File: src/design/bqd_pkg.sv
`timescale 1ns / 1ps
// Shared constants, types and command encodings for the biquad IIR filter.
package bqd_pkg;

	localparam int SAMPLE_BITS    = 24;
	localparam int COEF_BITS      = 32;
	localparam int COEF_FRAC_BITS = 28;
	localparam int GUARD_BITS     = 16;
	localparam int ACC_BITS       = 48;
	localparam int CHUNK_BITS     = ACC_BITS / 2;
	localparam int PROD_BITS      = COEF_BITS + CHUNK_BITS;
	localparam int WIDE_BITS      = COEF_BITS + ACC_BITS;
	localparam int SUM_BITS       = ACC_BITS + 2;
	localparam int DATA_BITS      = 32;
	localparam int ADDR_BITS      = 5;

	localparam logic [COEF_BITS-1:0] COEF_ONE = COEF_BITS'(1) << COEF_FRAC_BITS;
	localparam logic [ACC_BITS-1:0]  ACC_MAX  = {1'b0, {(ACC_BITS-1){1'b1}}};
	localparam logic [ACC_BITS-1:0]  ACC_MIN  = {1'b1, {(ACC_BITS-1){1'b0}}};
	localparam logic [SAMPLE_BITS-1:0] SMP_MAX = {1'b0, {(SAMPLE_BITS-1){1'b1}}};
	localparam logic [SAMPLE_BITS-1:0] SMP_MIN = {1'b1, {(SAMPLE_BITS-1){1'b0}}};

	typedef enum logic [2:0] {
		REG_B0     = 3'd0,
		REG_B1     = 3'd1,
		REG_B2     = 3'd2,
		REG_A1     = 3'd3,
		REG_A2     = 3'd4,
		REG_BYPASS = 3'd5
	} reg_idx_t;

	typedef struct packed {
		logic signed [COEF_BITS-1:0] b0;
		logic signed [COEF_BITS-1:0] b1;
		logic signed [COEF_BITS-1:0] b2;
		logic signed [COEF_BITS-1:0] a1;
		logic signed [COEF_BITS-1:0] a2;
		logic                        bypass;
	} cfg_t;

	typedef enum logic [2:0] {CS_B0, CS_B1, CS_B2, CS_A1, CS_A2} coef_sel_t;
	typedef enum logic [1:0] {OP_X, OP_YLO, OP_YHI} opnd_sel_t;
	typedef enum logic [1:0] {BS_ZERO, BS_S1, BS_S2, BS_SUM} base_sel_t;
	typedef enum logic [1:0] {DST_SUM, DST_Y, DST_S1, DST_S2} dst_sel_t;

	typedef struct packed {
		logic      load;
		logic      mul;
		coef_sel_t coef;
		opnd_sel_t opnd;
		logic      acc_clr;
		logic      acc_add;
		logic      term;
		base_sel_t base;
		logic      term_sub;
		dst_sel_t  dst;
		logic      out_load;
	} cmd_t;

endpackage

File: src/design/bqd_regs.sv
`timescale 1ns / 1ps
// APB configuration registers: five coefficients and the bypass bit.
module bqd_regs (
	input  logic                           clk,
	input  logic                           arst_n,
	input  logic                           psel,
	input  logic                           penable,
	input  logic                           pwrite,
	input  logic [bqd_pkg::ADDR_BITS-1:0]  paddr,
	input  logic [bqd_pkg::DATA_BITS-1:0]  pwdata,
	output logic [bqd_pkg::DATA_BITS-1:0]  prdata,
	output logic                           pready,
	output bqd_pkg::cfg_t                  cfg
);
	import bqd_pkg::*;

	cfg_t     cfg_q;
	reg_idx_t idx;
	logic     wr_en;

	assign pready = 1'b1;
	assign idx    = reg_idx_t'(paddr[ADDR_BITS-1:2]);
	assign wr_en  = psel & penable & pwrite & pready;
	assign cfg    = cfg_q;

	always_ff @(posedge clk or negedge arst_n) begin
		if (!arst_n) begin
			cfg_q.b0     <= COEF_ONE;
			cfg_q.b1     <= '0;
			cfg_q.b2     <= '0;
			cfg_q.a1     <= '0;
			cfg_q.a2     <= '0;
			cfg_q.bypass <= 1'b0;
		end else if (wr_en) begin
			unique case (idx)
				REG_B0:     cfg_q.b0     <= pwdata[COEF_BITS-1:0];
				REG_B1:     cfg_q.b1     <= pwdata[COEF_BITS-1:0];
				REG_B2:     cfg_q.b2     <= pwdata[COEF_BITS-1:0];
				REG_A1:     cfg_q.a1     <= pwdata[COEF_BITS-1:0];
				REG_A2:     cfg_q.a2     <= pwdata[COEF_BITS-1:0];
				REG_BYPASS: cfg_q.bypass <= pwdata[0];
				default: ;
			endcase
		end
	end

	always_comb begin
		unique case (idx)
			REG_B0:     prdata = DATA_BITS'($unsigned(cfg_q.b0));
			REG_B1:     prdata = DATA_BITS'($unsigned(cfg_q.b1));
			REG_B2:     prdata = DATA_BITS'($unsigned(cfg_q.b2));
			REG_A1:     prdata = DATA_BITS'($unsigned(cfg_q.a1));
			REG_A2:     prdata = DATA_BITS'($unsigned(cfg_q.a2));
			REG_BYPASS: prdata = DATA_BITS'(cfg_q.bypass);
			default:    prdata = '0;
		endcase
	end

endmodule

File: src/design/bqd_dp.sv
`timescale 1ns / 1ps
// Datapath: shared 32x24 multiplier, rounding accumulator, state and output registers.
module bqd_dp (
	input  logic                                  clk,
	input  logic                                  arst_n,
	input  bqd_pkg::cmd_t                         cmd,
	input  bqd_pkg::cfg_t                         cfg,
	input  logic signed [bqd_pkg::SAMPLE_BITS-1:0] sample_in,
	input  logic                                  start_of_block,
	output logic signed [bqd_pkg::SAMPLE_BITS-1:0] sample_out,
	output logic                                  clipped
);
	import bqd_pkg::*;

	localparam logic [WIDE_BITS-1:0] ROUND_TERM = WIDE_BITS'(1) << (COEF_FRAC_BITS - 1);
	localparam logic [ACC_BITS:0]    OUT_HALF   = (ACC_BITS+1)'(1) << (GUARD_BITS - 1);
	localparam int                   MAG_TOP    = COEF_FRAC_BITS + ACC_BITS - 1;

	logic signed [SAMPLE_BITS-1:0] x_q;
	logic [SAMPLE_BITS-1:0]        x_mag_q;
	logic signed [ACC_BITS-1:0]    y_q;
	logic [ACC_BITS-1:0]           y_mag_q;
	logic signed [ACC_BITS-1:0]    s1_q;
	logic signed [ACC_BITS-1:0]    s2_q;
	logic signed [SUM_BITS-1:0]    sum_q;
	logic [PROD_BITS-1:0]          prod_q;
	opnd_sel_t                     prod_sel_q;
	logic                          prod_neg_q;
	logic [WIDE_BITS-1:0]          acc_q;
	logic                          acc_neg_q;
	logic signed [SAMPLE_BITS-1:0] sample_out_q;
	logic                          clipped_q;

	logic signed [COEF_BITS-1:0]   coef_v;
	logic [COEF_BITS-1:0]          coef_mag;
	logic [CHUNK_BITS-1:0]         chunk;
	logic                          opnd_neg;
	logic [WIDE_BITS-1:0]          shifted;
	logic [ACC_BITS-2:0]           mag;
	logic                          term_neg;
	logic [SUM_BITS-1:0]           mag_e;
	logic signed [SUM_BITS-1:0]    base;
	logic signed [SUM_BITS-1:0]    sum_nx;
	logic signed [ACC_BITS-1:0]    sum_sat;
	logic [ACC_BITS:0]             rnd;
	logic                          out_ovf;

	// multiplier operands
	always_comb begin
		unique case (cmd.coef)
			CS_B0:   coef_v = cfg.b0;
			CS_B1:   coef_v = cfg.b1;
			CS_B2:   coef_v = cfg.b2;
			CS_A1:   coef_v = cfg.a1;
			CS_A2:   coef_v = cfg.a2;
			default: coef_v = '0;
		endcase
		coef_mag = coef_v[COEF_BITS-1] ? $unsigned(-coef_v) : $unsigned(coef_v);
		unique case (cmd.opnd)
			OP_X: begin
				chunk    = CHUNK_BITS'(x_mag_q);
				opnd_neg = x_q[SAMPLE_BITS-1];
			end
			OP_YLO: begin
				chunk    = y_mag_q[CHUNK_BITS-1:0];
				opnd_neg = y_q[ACC_BITS-1];
			end
			OP_YHI: begin
				chunk    = y_mag_q[ACC_BITS-1:CHUNK_BITS];
				opnd_neg = y_q[ACC_BITS-1];
			end
			default: begin
				chunk    = '0;
				opnd_neg = 1'b0;
			end
		endcase
	end

	// partial product alignment
	always_comb begin
		unique case (prod_sel_q)
			OP_X:    shifted = WIDE_BITS'(prod_q) << GUARD_BITS;
			OP_YLO:  shifted = WIDE_BITS'(prod_q);
			OP_YHI:  shifted = WIDE_BITS'(prod_q) << CHUNK_BITS;
			default: shifted = '0;
		endcase
	end

	// rounded, saturated term added to the selected base
	always_comb begin
		mag      = (|acc_q[WIDE_BITS-1:MAG_TOP]) ? ACC_MAX[ACC_BITS-2:0]
		                                           : acc_q[MAG_TOP-1:COEF_FRAC_BITS];
		term_neg = acc_neg_q ^ cmd.term_sub;
		mag_e    = SUM_BITS'(mag);
		unique case (cmd.base)
			BS_ZERO: base = '0;
			BS_S1:   base = SUM_BITS'(s1_q);
			BS_S2:   base = SUM_BITS'(s2_q);
			BS_SUM:  base = sum_q;
		endcase
		sum_nx = base + $signed(term_neg ? ~mag_e : mag_e) + $signed(SUM_BITS'(term_neg));
		if ((&sum_nx[SUM_BITS-1:ACC_BITS-1]) | ~(|sum_nx[SUM_BITS-1:ACC_BITS-1]))
			sum_sat = sum_nx[ACC_BITS-1:0];
		else
			sum_sat = sum_nx[SUM_BITS-1] ? ACC_MIN : ACC_MAX;
	end

	// output rounding, half up, then saturation
	always_comb begin
		rnd     = $unsigned({y_q[ACC_BITS-1], y_q}) + OUT_HALF;
		out_ovf = ~((&rnd[ACC_BITS:GUARD_BITS+SAMPLE_BITS-1]) |
		            ~(|rnd[ACC_BITS:GUARD_BITS+SAMPLE_BITS-1]));
	end

	always_ff @(posedge clk or negedge arst_n) begin
		if (!arst_n) begin
			s1_q <= '0;
			s2_q <= '0;
		end else begin
			if (cmd.load && start_of_block) begin
				s1_q <= '0;
				s2_q <= '0;
			end else if (cmd.term) begin
				if (cmd.dst == DST_S1)
					s1_q <= sum_sat;
				if (cmd.dst == DST_S2)
					s2_q <= sum_sat;
			end
		end
	end

	always_ff @(posedge clk) begin
		y_mag_q <= y_q[ACC_BITS-1] ? $unsigned(-y_q) : $unsigned(y_q);
		if (cmd.load) begin
			x_q     <= sample_in;
			x_mag_q <= sample_in[SAMPLE_BITS-1] ? $unsigned(-sample_in) : $unsigned(sample_in);
		end
		if (cmd.mul) begin
			prod_q     <= PROD_BITS'(coef_mag) * PROD_BITS'(chunk);
			prod_sel_q <= cmd.opnd;
			prod_neg_q <= coef_v[COEF_BITS-1] ^ opnd_neg;
		end
		if (cmd.acc_clr) begin
			acc_q     <= ROUND_TERM + shifted;
			acc_neg_q <= prod_neg_q;
		end else if (cmd.acc_add) begin
			acc_q <= acc_q + shifted;
		end
		if (cmd.term) begin
			if (cmd.dst == DST_SUM)
				sum_q <= sum_nx;
			if (cmd.dst == DST_Y)
				y_q <= sum_sat;
		end
		if (cmd.out_load) begin
			if (cfg.bypass) begin
				sample_out_q <= x_q;
				clipped_q    <= 1'b0;
			end else if (out_ovf) begin
				sample_out_q <= rnd[ACC_BITS] ? SMP_MIN : SMP_MAX;
				clipped_q    <= 1'b1;
			end else begin
				sample_out_q <= rnd[GUARD_BITS+SAMPLE_BITS-1:GUARD_BITS];
				clipped_q    <= 1'b0;
			end
		end
	end

	assign sample_out = sample_out_q;
	assign clipped    = clipped_q;

endmodule

File: src/design/bqd_ctrl.sv
`timescale 1ns / 1ps
// Controller: sequences the five products and the state updates for one sample.
module bqd_ctrl (
	input  logic          clk,
	input  logic          arst_n,
	input  logic          in_valid,
	output logic          in_stall,
	output logic          out_valid,
	input  logic          out_stall,
	input  logic          bypass,
	output bqd_pkg::cmd_t cmd
);
	import bqd_pkg::*;

	typedef enum logic [3:0] {
		ST_IDLE,
		ST_MB0,
		ST_AB0,
		ST_TY,
		ST_TB1,
		ST_MA1L,
		ST_MA1H,
		ST_AA1,
		ST_TS1,
		ST_TB2,
		ST_MA2H,
		ST_AA2,
		ST_TS2,
		ST_DONE
	} state_t;

	state_t state_q;
	logic   out_valid_q;
	logic   out_free;

	assign in_stall  = (state_q != ST_IDLE);
	assign out_valid = out_valid_q;
	assign out_free  = ~out_valid_q | ~out_stall;

	always_ff @(posedge clk or negedge arst_n) begin
		if (!arst_n) begin
			state_q     <= ST_IDLE;
			out_valid_q <= 1'b0;
		end else begin
			if (state_q == ST_DONE && out_free)
				out_valid_q <= 1'b1;
			else if (out_valid_q && !out_stall)
				out_valid_q <= 1'b0;
			unique case (state_q)
				ST_IDLE: begin
					if (in_valid)
						state_q <= bypass ? ST_DONE : ST_MB0;
				end
				ST_MB0:  state_q <= ST_AB0;
				ST_AB0:  state_q <= ST_TY;
				ST_TY:   state_q <= ST_TB1;
				ST_TB1:  state_q <= ST_MA1L;
				ST_MA1L: state_q <= ST_MA1H;
				ST_MA1H: state_q <= ST_AA1;
				ST_AA1:  state_q <= ST_TS1;
				ST_TS1:  state_q <= ST_TB2;
				ST_TB2:  state_q <= ST_MA2H;
				ST_MA2H: state_q <= ST_AA2;
				ST_AA2:  state_q <= ST_TS2;
				ST_TS2:  state_q <= ST_DONE;
				ST_DONE: begin
					if (out_free)
						state_q <= ST_IDLE;
				end
				default: state_q <= ST_IDLE;
			endcase
		end
	end

	always_comb begin
		cmd = '0;
		unique case (state_q)
			ST_IDLE: cmd.load = in_valid;
			ST_MB0: begin
				cmd.mul  = 1'b1;
				cmd.coef = CS_B0;
				cmd.opnd = OP_X;
			end
			ST_AB0: begin
				cmd.acc_clr = 1'b1;
				cmd.mul     = 1'b1;
				cmd.coef    = CS_B1;
				cmd.opnd    = OP_X;
			end
			ST_TY: begin
				cmd.term    = 1'b1;
				cmd.base    = BS_S1;
				cmd.dst     = DST_Y;
				cmd.acc_clr = 1'b1;
			end
			ST_TB1: begin
				cmd.term = 1'b1;
				cmd.base = BS_S2;
				cmd.dst  = DST_SUM;
			end
			ST_MA1L: begin
				cmd.mul  = 1'b1;
				cmd.coef = CS_A1;
				cmd.opnd = OP_YLO;
			end
			ST_MA1H: begin
				cmd.mul     = 1'b1;
				cmd.coef    = CS_A1;
				cmd.opnd    = OP_YHI;
				cmd.acc_clr = 1'b1;
			end
			ST_AA1: begin
				cmd.acc_add = 1'b1;
				cmd.mul     = 1'b1;
				cmd.coef    = CS_B2;
				cmd.opnd    = OP_X;
			end
			ST_TS1: begin
				cmd.term     = 1'b1;
				cmd.base     = BS_SUM;
				cmd.term_sub = 1'b1;
				cmd.dst      = DST_S1;
				cmd.acc_clr  = 1'b1;
			end
			ST_TB2: begin
				cmd.term = 1'b1;
				cmd.base = BS_ZERO;
				cmd.dst  = DST_SUM;
				cmd.mul  = 1'b1;
				cmd.coef = CS_A2;
				cmd.opnd = OP_YLO;
			end
			ST_MA2H: begin
				cmd.mul     = 1'b1;
				cmd.coef    = CS_A2;
				cmd.opnd    = OP_YHI;
				cmd.acc_clr = 1'b1;
			end
			ST_AA2: cmd.acc_add = 1'b1;
			ST_TS2: begin
				cmd.term     = 1'b1;
				cmd.base     = BS_SUM;
				cmd.term_sub = 1'b1;
				cmd.dst      = DST_S2;
			end
			ST_DONE: cmd.out_load = out_free;
			default: ;
		endcase
	end

endmodule

File: src/design/biquad_iir_filter_unit.sv
`timescale 1ns / 1ps
// Top level: biquad IIR section, transposed direct form II, with APB configuration.
// Each sample takes seven passes through the single shared 32x24 multiplier and its one
// accumulator (none in bypass); a new sample is taken only after the last one is in the
// output register, and an output stall holds the filter until that register is free.
// Reset: coefficients return to b0 = 1.0, others 0, bypass off; both filter
// states clear; no output is pending.
module biquad_iir_filter_unit (
	input  logic                                  clk,
	input  logic                                  arst_n,
	input  logic                                  psel,
	input  logic                                  penable,
	input  logic                                  pwrite,
	input  logic [bqd_pkg::ADDR_BITS-1:0]         paddr,
	input  logic [bqd_pkg::DATA_BITS-1:0]         pwdata,
	output logic [bqd_pkg::DATA_BITS-1:0]         prdata,
	output logic                                  pready,
	input  logic                                  in_valid,
	output logic                                  in_stall,
	input  logic signed [bqd_pkg::SAMPLE_BITS-1:0] sample_in,
	input  logic                                  start_of_block,
	output logic                                  out_valid,
	input  logic                                  out_stall,
	output logic signed [bqd_pkg::SAMPLE_BITS-1:0] sample_out,
	output logic                                  clipped
);
	import bqd_pkg::*;

	cfg_t cfg;
	cmd_t cmd;

	bqd_regs u_regs (
		.clk     (clk),
		.arst_n  (arst_n),
		.psel    (psel),
		.penable (penable),
		.pwrite  (pwrite),
		.paddr   (paddr),
		.pwdata  (pwdata),
		.prdata  (prdata),
		.pready  (pready),
		.cfg     (cfg)
	);

	bqd_ctrl u_ctrl (
		.clk       (clk),
		.arst_n    (arst_n),
		.in_valid  (in_valid),
		.in_stall  (in_stall),
		.out_valid (out_valid),
		.out_stall (out_stall),
		.bypass    (cfg.bypass),
		.cmd       (cmd)
	);

	bqd_dp u_dp (
		.clk            (clk),
		.arst_n         (arst_n),
		.cmd            (cmd),
		.cfg            (cfg),
		.sample_in      (sample_in),
		.start_of_block (start_of_block),
		.sample_out     (sample_out),
		.clipped        (clipped)
	);

endmodule
File: config.mk
export PLATFORM = sky130hd
export DESIGN_NAME = biquad_iir_filter_unit
export DESIGN_NICKNAME = d
export VERILOG_FILES = /design/src/design/bqd_pkg.sv /design/src/design/bqd_regs.sv /design/src/design/bqd_dp.sv /design/src/design/bqd_ctrl.sv /design/src/design/biquad_iir_filter_unit.sv
export SDC_FILE = /design/constraint.sdc
export NUM_CORES = 2
export LEC_CHECK = 0
export BUFFER_PORTS_ARGS = -buffer_cell sky130_fd_sc_hd__buf_2
export CAP_MARGIN = 0
export CELL_PAD_IN_SITES_DETAIL_PLACEMENT = 1
export CELL_PAD_IN_SITES_GLOBAL_PLACEMENT = 1
export CORE_MARGIN = 3
export CORE_UTILIZATION = 50
export DETAILED_ROUTE_END_ITERATION = 12
export PLACE_DENSITY = 0.79
export SLEW_MARGIN = 20
export SYNTH_ARGS = -nofsm -noshare
export SYNTH_HDL_FRONTEND = slang
export SYNTH_SLANG_ARGS = --single-unit
export TNS_END_PERCENT = 50
File: constraint.sdc
create_clock -name clk -period 14.1 [get_ports clk]
set_clock_uncertainty 0.1 [all_clocks]
set_input_delay 1.41 -clock clk [delete_from_list [all_inputs] [get_ports clk]]
set_output_delay 1.41 -clock clk [all_outputs]
set_load 0.05 [all_outputs]
# Word-level counts from Yosys, hierarchy flattened
# Cells that the tools add are included.
op_classes:
  addsub: 8
  n_mul: 1
  eq_ne: 34
  mux: 39
  bitwise_logic: 12
  n_reduce_logical: 37
ops:
  columns: ["operator", "count"]
  rows:
  - ["48-bit 2-to-1 mux", 8]
  - ["80-bit one-hot mux with 3 select lines", 1]
  - ["50-bit one-hot mux with 4 select lines", 1]
  - ["32-bit one-hot mux with 6 select lines", 1]
  - ["80-bit 2-to-1 mux", 2]
  - ["32-bit one-hot mux with 5 select lines", 1]
  - ["47-bit 2-to-1 mux", 2]
  - ["28-bit by 80-bit adder with 80-bit output, first input constant", 1]
  - ["80-bit adder", 1]
  - ["24-bit 2-to-1 mux", 3]
  - ["24-bit one-hot mux with 3 select lines", 1]
  - ["32-bit by 24-bit multiplier with 56-bit output", 1]
  - ["4-bit one-hot mux with 14 select lines", 1]
  - ["50-bit by 2-bit adder with 50-bit output", 1]
  - ["50-bit adder", 1]
  - ["50-bit 2-to-1 mux", 1]
  - ["47-bit NOT with 50-bit output", 1]
  - ["48-bit by 17-bit adder with 49-bit output, second input constant", 1]
  - ["48-bit negation", 1]
  - ["6-bit one-hot mux with 7 select lines", 1]
  - ["32-bit 2-to-1 mux", 1]
  - ["32-bit negation", 1]
  - ["4-bit equality test, second input constant", 6]
  - ["24-bit negation", 1]
  - ["34 further kinds", 91]
totals:
  reg_bits: 621
  input_bits: 69
  out_inout_bits: 60
  elab_cells: 155

# Depth between registers and ports, before layout
logic_depth:
  word_depth: 14
  ltp_mapped: 41
  depth_no_buf: 36

# Cells and area by module
# Synthesis repeated with hierarchy kept, for this count alone.
unflattened:
  hier_cells: 6932
  area_unflattened_um2: 64000.1
by_module_without_submodules:
  columns: ["mod", "n_inst", "cells_each", "area_per_inst_um2", "seq_area_each_um2"]
  rows:
  - ["bqd_dp", 1, 6329, 55956.2, 12672.2]
  - ["bqd_regs", 1, 543, 7598.5, 4030.1]
  - ["bqd_ctrl", 1, 60, 445.4, 125.1]

# Worst setup path before layout
# OpenSTA, ideal clock, no wires.
synth_timing:
  kind: "reg-to-reg"
  start: "register u_ctrl.state_q[1]"
  end: "register u_dp.prod_q[41] (data pin)"
  setup_time_ps: 262
  t_arrival_ps: 9944
  required_ps: 13738
  path_slack_ps: 3794
  stages_incl_launch_ff: 40
  n_path_buf: 6
  period_less_slack_ps: 10306
  path_cell_list: "dfrtp_1 > buf_2 > nand3b_1 > o211ai_1 > clkbuf_1 > buf_1 > clkbuf_1 > a21oi_1 > clkbuf_1 > ha_1 > nand3_1 > nand2b_1 > o31ai_1 > xnor2_1 > clkbuf_1 > nand2_1 > fa_1 > inv_1 > (+4 left out) > fa_1 > fa_1 > fa_1 > inv_1 > fa_1 > inv_1 > ha_1 > and3_1 > and2_1 > nand2_1 > or4_1 > a211oi_1 > nor3_1 > o31ai_1 > a21o_1 > a21boi_0 > o31ai_1 > xnor2_1"
synth_via:
  elab_chain_cells: 7
  elab_cells_between_ends: 21
  cone_classes: "add/sub (1); mul (1); eq/ne (13); mux (4); reduce/logical (2)"
synth_lines:
  columns: ["item", "line", "text"]
  rows:
  - ["from (decl)", "bqd_ctrl.sv:32", "state_t state_q;"]
  - ["from (signal assigned)", "bqd_ctrl.sv:52", "state_q <= bypass ? ST_DONE : ST_MB0;"]
  - ["4-bit equality test (tied with other cells)", "bqd_ctrl.sv:77", "unique case (state_q)"]
  - ["6-bit one-hot mux with 7 select lines (*)", "bqd_ctrl.sv:77", null]
  - ["3-bit equality test (tied with other cells)", "bqd_dp.sv:50", "unique case (cmd.coef)"]
  - ["32-bit one-hot mux with 5 select lines", "bqd_dp.sv:50", null]
  - ["32-bit negation", "bqd_dp.sv:58", "coef_mag = coef_v[COEF_BITS-1] ? $unsigned(-coef_v) : $unsigned(coef_v);"]
  - ["32-bit 2-to-1 mux", "bqd_dp.sv:58", null]
  - ["32-bit by 24-bit multiplier with 56-bit output (*)", "bqd_dp.sv:139", "prod_q <= PROD_BITS'(coef_mag) * PROD_BITS'(chunk);"]
  - ["to (signal assigned)", "bqd_dp.sv:139", null]
  - ["to (decl)", "bqd_dp.sv:26", "logic [PROD_BITS-1:0] prod_q;"]
# Mark *: on every way between the ends. The rest lies on a longest branch, timed or not.
# A chain may end at the register's enable or synchronous reset.

# Worst setup path after layout
layout_timing:
  start: "register u_ctrl.state_q[1]"
  end: "register u_dp.prod_q[54] (data pin)"
# The elaborated chain is that of the path after synthesis.

==> out/results.ini <==
[global_routing]
antenna_found_initial = 10
gr-total-overflow = 0
grt_pass1_wl_um = 342000
grt_max_degree = 108
grt_pass1_vias = 56597
grt.total_usage = 0.342

[worst_setup_path]
arrival_ns = 12.74
startpoint_type = flop
critPathKind = flop to flop
critPathRequiredTime_ns = 14.41
worstPathMaxFanout = 22
crit_slowest_cell = dfrtp_1
cp_top_family = adder cells
slowest_delay_ns = 0.97
worstSetupEndpointType = flop
path_buf_inv = 6
cp_common_cell = fa_1

[synthesis]
synth_common_cells = 896 x inv_1, 796 x nand2_1, 660 x fa_1, 598 x nor2_1, 319 x ha_1
synth_ff_type = edfxtp_1
ys_ff_latch = 620
synth_area_leader_cell = fa_1
syn_inst = 6773
synthTopCellsByArea = fa_1 21%, edfxtp_1 15%, dfrtp_1 10%
synth_fp_nets = 7821
synth_edf_count = 310
yosysWarnings = 0
syn-cell-area_um2 = 62800
synth_most_common_cell = inv_1
synth.avg_cell_area_um2 = 9.27
seq_area_frac_synth = 0.268
async_flop_share = 0.423
synth_cell_type_count = 98
yosysTopAreaCellShare = 0.211

[cts]
cts_sinks = 620
cts_buffer_depth = 3
clk_pin_slew_ns = 0.06
cts_buffers = 72
clk_latency_ns = 0.71
cts.htree.levels = 3
cts_resized = 0
clock-root-buffer = clkbuf_16
hold_buffers = 0
post_cts_buffers = 0
cts_tree = done

[min_path]
worstHoldPathType = flop to flop

[layout]
syn_to_final_growth_pct = 7.99
final_nets = 7758
drive_above_1_share = 0.0955

[route]
dr.pass1.iters = 7
vias = 52438
route.detailed.drc = 0
wl_per_cell_um = 26.6
drtAntennaViolNets = 0
drt_wl_total_um = 224000
drt-vias-per-instance = 6.23
drt_iter0_markers = 5040

[floorplanning]
start_util = 0.506
ios = 129
rows = 129
fp.dieArea_um2 = 130000
die_w_um = 360
core-area_um2 = 124000
die_h_um = 360

[place]
portBuffers = 125
hpwl_um = 165000
place_congestion = 0.956

[timing]
finalHoldViolations = 0
whs_ns = 0.356
min_period_ns = 12.43
slew_headroom = 0.193
setup_viol = 0
slew_viol_final = 0
setup_tns_ns = 0
rsz0062_at_grt = false
fmax_mhz = 80.4
worst_pin_slew_ns = 1.21
fin_crit_sh = 0.882

[run_status]
status = completed

[job]
drv_cap = 0

placed cells by master (no fill, tap or decap), types with 27 or more instances in the layout:
master,synthesis,final
a211oi_1,30,30
a21o_1,111,111
a21oi_1,285,282
a221o_1,97,97
a222oi_1,59,59
a22o_1,32,32
a22oi_1,45,45
a31oi_1,37,32
and2_1,63,63
and3_1,44,43
buf_2,39,125
buf_4,5,127
clkbuf_16,0,74
dfrtp_1,261,260
dfxtp_1,48,48
edfxtp_1,310,310
fa_1,660,660
ha_1,319,318
inv_1,896,895
mux2_2,163,163
mux2i_1,89,89
nand2_1,796,796
nand2b_1,51,51
nand3_1,88,88
nand4_1,59,59
nor2_1,598,582
nor2b_1,35,35
nor3_1,61,58
o21a_1,27,27
o21ai_0,280,279
o21bai_1,36,35
o22ai_1,31,31
o31ai_1,32,32
or3_1,27,27
xnor2_1,289,280
xor2_1,124,108
layer usage:
layer | vias up | track usage | part of all wire
met5 | - | 0 | 0.00018
met4 | 6 | 0.170 | 0.054
met3 | 627 | 0.0614 | 0.084
met2 | 2216 | 0.554 | 0.46
met1 | 27007 | 0.443 | 0.40
li1 | 22582 | - | -
path summary, 6_finish.rpt:
kind                              startpoint              end  slack, ns  depth (start not counted)
max                        u_ctrl.state_q[1]  u_dp.prod_q[54]       1.67                         35
min reg2reg                  u_dp.prod_neg_q   u_dp.acc_neg_q       0.36                          0
min in group asynchronous             arst_n  u_regs.cfg[135]       0.67                          1
max reg2reg                u_ctrl.state_q[1]  u_dp.prod_q[54]       1.67                         35
max in group asynchronous             arst_n   u_regs.cfg[21]      11.61                          2
min                          u_dp.prod_neg_q   u_dp.acc_neg_q       0.36                          0
area by class of cell:
type,instances,area [um2]
fill,14006,56300
timing repair buffer,255,1630
antenna,7,17.5
clock inverter,26,418
tap,1637,2050
sequential,620,16800
multi-input combinational,4865,41400
inverter,896,3360
clock buffer,105,2030
per-stage QoR:
step	worst slack [ns]	util	instance area, um2	cells
6_report	1.67	0.546	67800	8411
5_1_grt	1.08	0.546	67800	8408
4_1_cts	1.74	0.546	67700	8403
3_5_place_dp	1.81	0.526	65300	8272
3_3_place_gp	2.29	0.526	65300	8271
2_1_floorplan	3.79	-	62800	6773
flip-flops by register name (all words and copies together) (netlist names):
signal / flops
u_dp.sum_q: 50
u_ctrl.state_q: 4
u_dp.s2_q: 48
u_dp.clipped: 1
u_dp.s1_q: 48
u_dp.sample_out: 24
u_dp.y_q: 48
u_dp.x_mag_q: 24
u_dp.y_mag_q: 48
u_dp.acc_neg_q: 1
u_dp.prod_q: 56
u_dp.x_q: 23
u_dp.prod_sel_q: 2
u_ctrl.out_valid: 1
u_dp.prod_neg_q: 1
u_regs.cfg: 161
u_dp.acc_q: 80
cell families (layout without fill, tap and decap cells):
group,count (synthesis),after routing,share of synthesized area
AND/OR/NAND/NOR,1945,1945,0.138
buffers and inverters,1288,1282,0.0782
AO/OA/AOI/OAI,1269,1269,0.138
adder cells (fa/ha/maj),979,979,0.274
flip-flops,620,620,0.268
XOR/XNOR,418,418,0.0591
multiplexers,253,253,0.0438
other,1,8,0.0000598
Power is not shown: default switching activity piles up to over one toggle a cycle in this logic, so the estimate is an artifact.
